===== src/rtl/core/c3cg_pkg.sv =====
package c3cg_pkg;

    localparam int DEF_MAX_WIDTH = 1024;

    localparam int PIX_W      = 8;
    localparam int COEF_W     = 16;
    localparam int PROD_W     = COEF_W + PIX_W + 1;
    localparam int COL_W      = PROD_W + 2;
    localparam int SUM_W      = COL_W + 2;
    localparam int WIDTH_W    = 11;
    localparam int HEIGHT_W   = 16;
    localparam int CFG_IDX_W  = 3;
    localparam int CFG_DATA_W = 48;

    localparam logic [CFG_IDX_W-1:0] REG_IMAGE_WIDTH  = 3'd0;
    localparam logic [CFG_IDX_W-1:0] REG_IMAGE_HEIGHT = 3'd1;
    localparam logic [CFG_IDX_W-1:0] REG_COEF_ROW0    = 3'd2;
    localparam logic [CFG_IDX_W-1:0] REG_COEF_ROW1    = 3'd3;
    localparam logic [CFG_IDX_W-1:0] REG_COEF_ROW2    = 3'd4;

    localparam logic [WIDTH_W-1:0]    RST_WIDTH  = 11'd640;
    localparam logic [HEIGHT_W-1:0]   RST_HEIGHT = 16'd480;
    localparam logic [CFG_DATA_W-1:0] RST_ROW0   = 48'h0000_0000_0000;
    localparam logic [CFG_DATA_W-1:0] RST_ROW1   = 48'h0000_0001_0000;
    localparam logic [CFG_DATA_W-1:0] RST_ROW2   = 48'h0000_0000_0000;

    typedef logic [PIX_W-1:0]         t_pix;
    typedef logic [COEF_W-1:0]        t_coef;
    typedef t_pix  [2:0]              t_col;
    typedef t_coef [2:0]              t_coef_col;
    typedef logic signed [COL_W-1:0]  t_col_sum;

    typedef struct packed {
        logic shift;
        logic advance;
    } t_cell_ctl;

endpackage


===== src/rtl/core/c3cg_cell.sv =====
module c3cg_cell (
    input  logic                   i_clk,
    input  logic                   i_rst_n,
    input  c3cg_pkg::t_cell_ctl    i_ctl,
    input  c3cg_pkg::t_col         i_pix,
    input  c3cg_pkg::t_coef_col    i_coef,
    output c3cg_pkg::t_col         o_pix,
    output c3cg_pkg::t_col_sum     o_col_sum
);
    import c3cg_pkg::*;

    t_col                     r_pix;
    logic signed [PROD_W-1:0] r_prod [3];
    logic signed [PROD_W-1:0] n_prod [3];
    t_col_sum                 r_sum;
    t_col_sum                 n_sum;

    always_comb begin
        for (int k = 0; k < 3; k++) begin
            n_prod[k] = PROD_W'($signed(i_coef[k])) * PROD_W'($signed({1'b0, r_pix[k]}));
        end
        n_sum = COL_W'(r_prod[0]) + COL_W'(r_prod[1]) + COL_W'(r_prod[2]);
    end

    always_ff @(posedge i_clk) begin
        if (!i_rst_n) begin
            r_pix <= '0;
        end else if (i_ctl.shift) begin
            r_pix <= i_pix;
        end
    end

    always_ff @(posedge i_clk) begin
        if (i_ctl.advance) begin
            for (int k = 0; k < 3; k++) begin
                r_prod[k] <= n_prod[k];
            end
            r_sum <= n_sum;
        end
    end

    assign o_pix     = r_pix;
    assign o_col_sum = r_sum;
endmodule


===== config.mk =====
export PLATFORM = sky130hd
export DESIGN_NAME = c3cg_cell
export DESIGN_NICKNAME = d
export VERILOG_FILES = /design/src/rtl/core/c3cg_pkg.sv /design/src/rtl/core/c3cg_cell.sv
export SDC_FILE = /design/constraint.sdc
export NUM_CORES = 1
export LEC_CHECK = 0
export ABC_AREA = 1
export BUFFER_PORTS_ARGS = -buffer_cell sky130_fd_sc_hd__buf_2
export CAP_MARGIN = 40
export CELL_PAD_IN_SITES_DETAIL_PLACEMENT = 0
export CELL_PAD_IN_SITES_GLOBAL_PLACEMENT = 1
export CORE_MARGIN = 2
export CORE_UTILIZATION = 31
export CTS_CLUSTER_DIAMETER = 40
export DETAILED_ROUTE_END_ITERATION = 10
export GPL_TIMING_DRIVEN = 0
export PLACE_DENSITY = 0.7
export SLEW_MARGIN = 20
export SYNTH_ARGS = -nofsm -noshare
export SYNTH_HDL_FRONTEND = slang
export SYNTH_SLANG_ARGS = --single-unit

===== constraint.sdc =====
create_clock -name i_clk -period 4.8 [get_ports i_clk]
set_input_delay 0.96 -clock i_clk [delete_from_list [all_inputs] [get_ports i_clk]]
set_output_delay 0.96 -clock i_clk [all_outputs]
set_load 0.05 [all_outputs]

* Yosys cells after proc, flatten, opt, wreduce, memory -nomap -nowiden
Memory sizes are Yosys's and may differ from the RTL's.
Cells that the tools add are included.
** Operators by class
- Muxes and demuxes :: 2
- $add $sub $neg :: 2
- Multipliers :: 3
** Operator list (count)
- multiplier 16 x 9 -> 25 bit :: 3
- adder 26 x 25 -> 27 bit :: 1
- adder 25 x 25 -> 26 bit :: 1
- 2-to-1 mux 1 bit :: 2
** Word-level totals
- Input bits :: 76
- Memories kept :: 1
- Output and inout port bits :: 51
- Word-level logic and storage cells :: 12
- Register bits :: 51
- Memory bits (writable) :: 75
** Memories
- r_prod :: words 3, bits a word 25, rd ports 3, clocked after memory_dff 0, wr ports 3, line c3cg_cell.sv:13 : logic signed [PROD_W-1:0] r_prod [3];

* Longest topological paths before layout
- Depth after elaboration :: 2
- Mapped depth :: 23
- Mapped depth without buffers :: 21

* Worst setup path before layout
OpenSTA, ideal clock, no wires.
- Path kind :: input-to-reg
- From :: input i_coef[15] (netlist name)
- To :: memory r_prod[0][24] (netlist name) (data pin)
- Buffers on the path :: 1
- Setup time :: 0.252 ns
- Slack :: -0.078 ns
- Data arrival time :: 4.625 ns
- Data required time :: 4.548 ns
- Stages on the path :: 16
- Path through :: clkbuf_1 -> nand2_1 -> fa_1 -> inv_1 -> fa_1 -> inv_1 -> fa_1 -> inv_1 -> fa_1 -> ha_1 -> a21oi_1 -> o21ai_0 -> nor3b_1 -> nand2_1 -> nand2_1 -> nand2_1
** RTL lines
- start, declared :: line c3cg_cell.sv:6 : input c3cg_pkg::t_coef_col i_coef,
- end, declared :: line c3cg_cell.sv:13

==> flow_summary.yaml <==
place:
  portBuffers: 78
  dpl_cell_area_sq_mm: 0.02325
  routabilityCongestion: 0.8475
  place_hpwl_um: 47770
timing:
  relSlewSlack_pct: 54.27
  holdWs_ps: 627.5
  finalCriticalPeriod_ps: 4613
  period_share_pct: 96.09
  clock_skew_ps: 20.31
  hold_viol: 0
  setup-violations-final: 0
  slew_viol_final: 0
  worst_pin_slew_ps: 685.9
  clock.fmax_mhz: 216.8
synthesis:
  post-synth-top-count-cell: "inv_1"
  synth-compound-area-share_pct: 3.028
  async_flop_share_pct: 0
  syn-num-nets: 3476
  syn_avg_cell_area_sq_um: 7.485
  synth_area_sq_mm: 0.02165
  yosys.area_share.simple_pct: 21.08
  synth.ff_latch_count: 126
  yosysTopAreaCell: "fa_1"
  synth_area_leaders: "fa_1, inv_1, nand2_1"
  synth_top_area_share_pct: 30.69
  synthXorXnorAreaFrac_pct: 2.103
  synth_top_family_by_area: "adder cells"
  ys_warn_count: 0
  synth-edff-count: 102
  synth.mux.area_fraction_pct: 0
  yosysSeqAreaShare_pct: 16.36
  synth.distinct_cells: 29
  synthTopCellsByCount: "inv_1, nand2_1, fa_1"
  synth_cells: 2893
  synth_fa_ha_area_share_pct: 40.81
  synth_flop_cell: "edfxtp_1"
setup_path:
  end_kind: "flop"
  reg2reg_depth: 17
  r2r-start: "o_pix[8]"
  crit_path_start_kind: "primary input"
  cp_max_fo: 8
  r2r_setup_slack_ps: 210
  required_ps: 5000
  crit_start: "i_coef[31]"
  cp.arrival_ps: 4810
  crit_type: "in2reg"
  regToRegEndpoint: "r_prod[0][41]"
route:
  finalWirelength_um: 54780
  viasPerCell: 4.240
  wire_per_inst_um: 13.93
  drc: 0
  firstDrtPassIters: 5
  drtIter0Drc: 935
  ant_nets: 0
  vias: 16680
worst_hold_path:
  min_from: "o_pix[3]"
  min_path_type: "reg2reg"
  whs_endpoint: "o_pix[3]"
  hold_depth: 2
finish:
  fin_nets: 3572
  final_cell_area_sq_mm: 0.02411
  final_core_util_pct: 35.03
  area_growth_pct: 11.35
  drive_gt1_share_pct: 8.294
cts:
  worstSkewPairLatency_ps: 460
  root_buffer: "clkbuf_16"
  htree_levels: 4
  cts_tree: "done"
  cts_made_buffers: 17
  clkTransAtPathRegs_ps: 60
  postCtsHoldBufs: 0
  cts.sinks: 126
  cts_max_path_buffers: 2
die:
  row_count: 96
  coreArea_sq_mm: 0.06883
  die_h_um: 268.3
  die_w_um: 268.3
  ios: 127
  initial_utilization_pct: 31.46
  die_area_sq_mm: 0.07198
grt:
  grt.overflow.total: 0
  track_usage_pct: 16.26
  antenna_found_initial: 2
  grt_max_degree: 76
  grt_pass1_vias: 17180
  grt_pass1_wl_um: 91130
power:
  power_density_mw_per_mm2: 546.1
  power.leakage_nw: 14.44
  power_mw: 13.17
  ir_worst_vdd_v: 0.0004487
flow_run:
  drv_cap: 0
run_status:
  outcome: "completed"
==> metal layers <==
metal,vias to the layer above,global-route usage (%),part of all wire [%]
met5,-,0,0.049
met2,210,26.39,45
met4,4,2.929,0.78
met1,7912,23.11,51
li1,8531,-,-
met3,24,2.447,3.4
==> how the worst max path moves through the flow <==
stage                         end  slack [ps]  depth (start not counted)
finish              r_prod[0][48]         190                         15
global route        r_prod[0][24]          -3                         15
CTS                 r_prod[0][24]           3                         16
detailed placement  r_prod[0][46]        -600                         15
global placement    r_prod[0][46]        -560                         15
floorplan           r_prod[0][24]          10                         16
==> worst max-delay path: stages <==
cell and delay, ps:
clkbuf_2 210, nand2_2 120, fa_2 550, buf_4 170
fa_1 610, inv_1 90, fa_1 520, fa_1 440
ha_1 400, a21oi_1 220, o21ai_0 120, a21oi_1 180
nand3_1 90, nand2_1 60, nand2_1 70
==> where the power goes <==
part           switching [mW]  internal, mW
Clock                   0.526         0.823
Sequential              0.250          1.99
Combinational            6.38          3.20
==> area by class of cell <==
class,count,area [sq um]
clock buffers,17,425.4
inverters,855,3209
fillers,7464,44710
repair buffers,84,461.7
clock inverters,15,186.4
well taps,931,1165
multi-input cells,1810,14570
diodes,1,2.502
plain buffers,95,539.3
flip-flops and latches,126,3548
==> cell families after synthesis <==
group / after synthesis
xor gates and xnor gates: 52
DFF: 126
adders and majority gates: 507
and+or+nand+nor: 1125
AOI/OAI and AO/OA: 126
buffers and inverters: 957
==> through the flow <==
stage               setup WS [ps]  TNS, ps  std cells
CTS                         2.723        0       3932
finish                      187.4        0       3934
detailed placement         -605.0   -16120       3903
global placement           -562.0   -15830       3902
floorplan                   14.22        0       2893
global route               -3.030   -4.775       3933
==> flip-flops by register name (all words and copies together), names as in the netlist <==
register and count:
o_pix 24, r_prod 75, o_col_sum 27
==> repair_timing <==
item                                    4_1_cts  5_1_grt
hold endpoints to repair                      0        0
endpoints found under the setup margin       48       39
resized for setup                            45      154
setup buffers                                 0        5
pin swaps                                     0        4
==> cells in the final DEF (no fill, tap or decap), types with 4 or more instances in the layout <==
| cell type | instances |
|---|---|
| fa_1 | 329 |
| nand4_1 | 23 |
| dfxtp_2 | 4 |
| nor3_2 | 4 |
| clkbuf_2 | 46 |
| ha_1 | 170 |
| nor2_1 | 135 |
| dfxtp_1 | 20 |
| nand3_2 | 8 |
| o21ai_0 | 43 |
| buf_2 | 84 |
| clkbuf_1 | 17 |
| nor2_4 | 6 |
| clkbuf_16 | 17 |
| and2_1 | 4 |
| edfxtp_1 | 102 |
| buf_4 | 15 |
| a21oi_1 | 70 |
| nand2_1 | 834 |
| xnor2_1 | 15 |
| clkinv_4 | 4 |
| xor2_1 | 37 |
| nor2_2 | 10 |
| a21o_1 | 7 |
| ha_2 | 5 |
| nand2_2 | 11 |
| clkbuf_4 | 7 |
| buf_6 | 8 |
| inv_1 | 854 |
| nand3_1 | 83 |
Note: power is estimated with default switching activity, not from simulation.
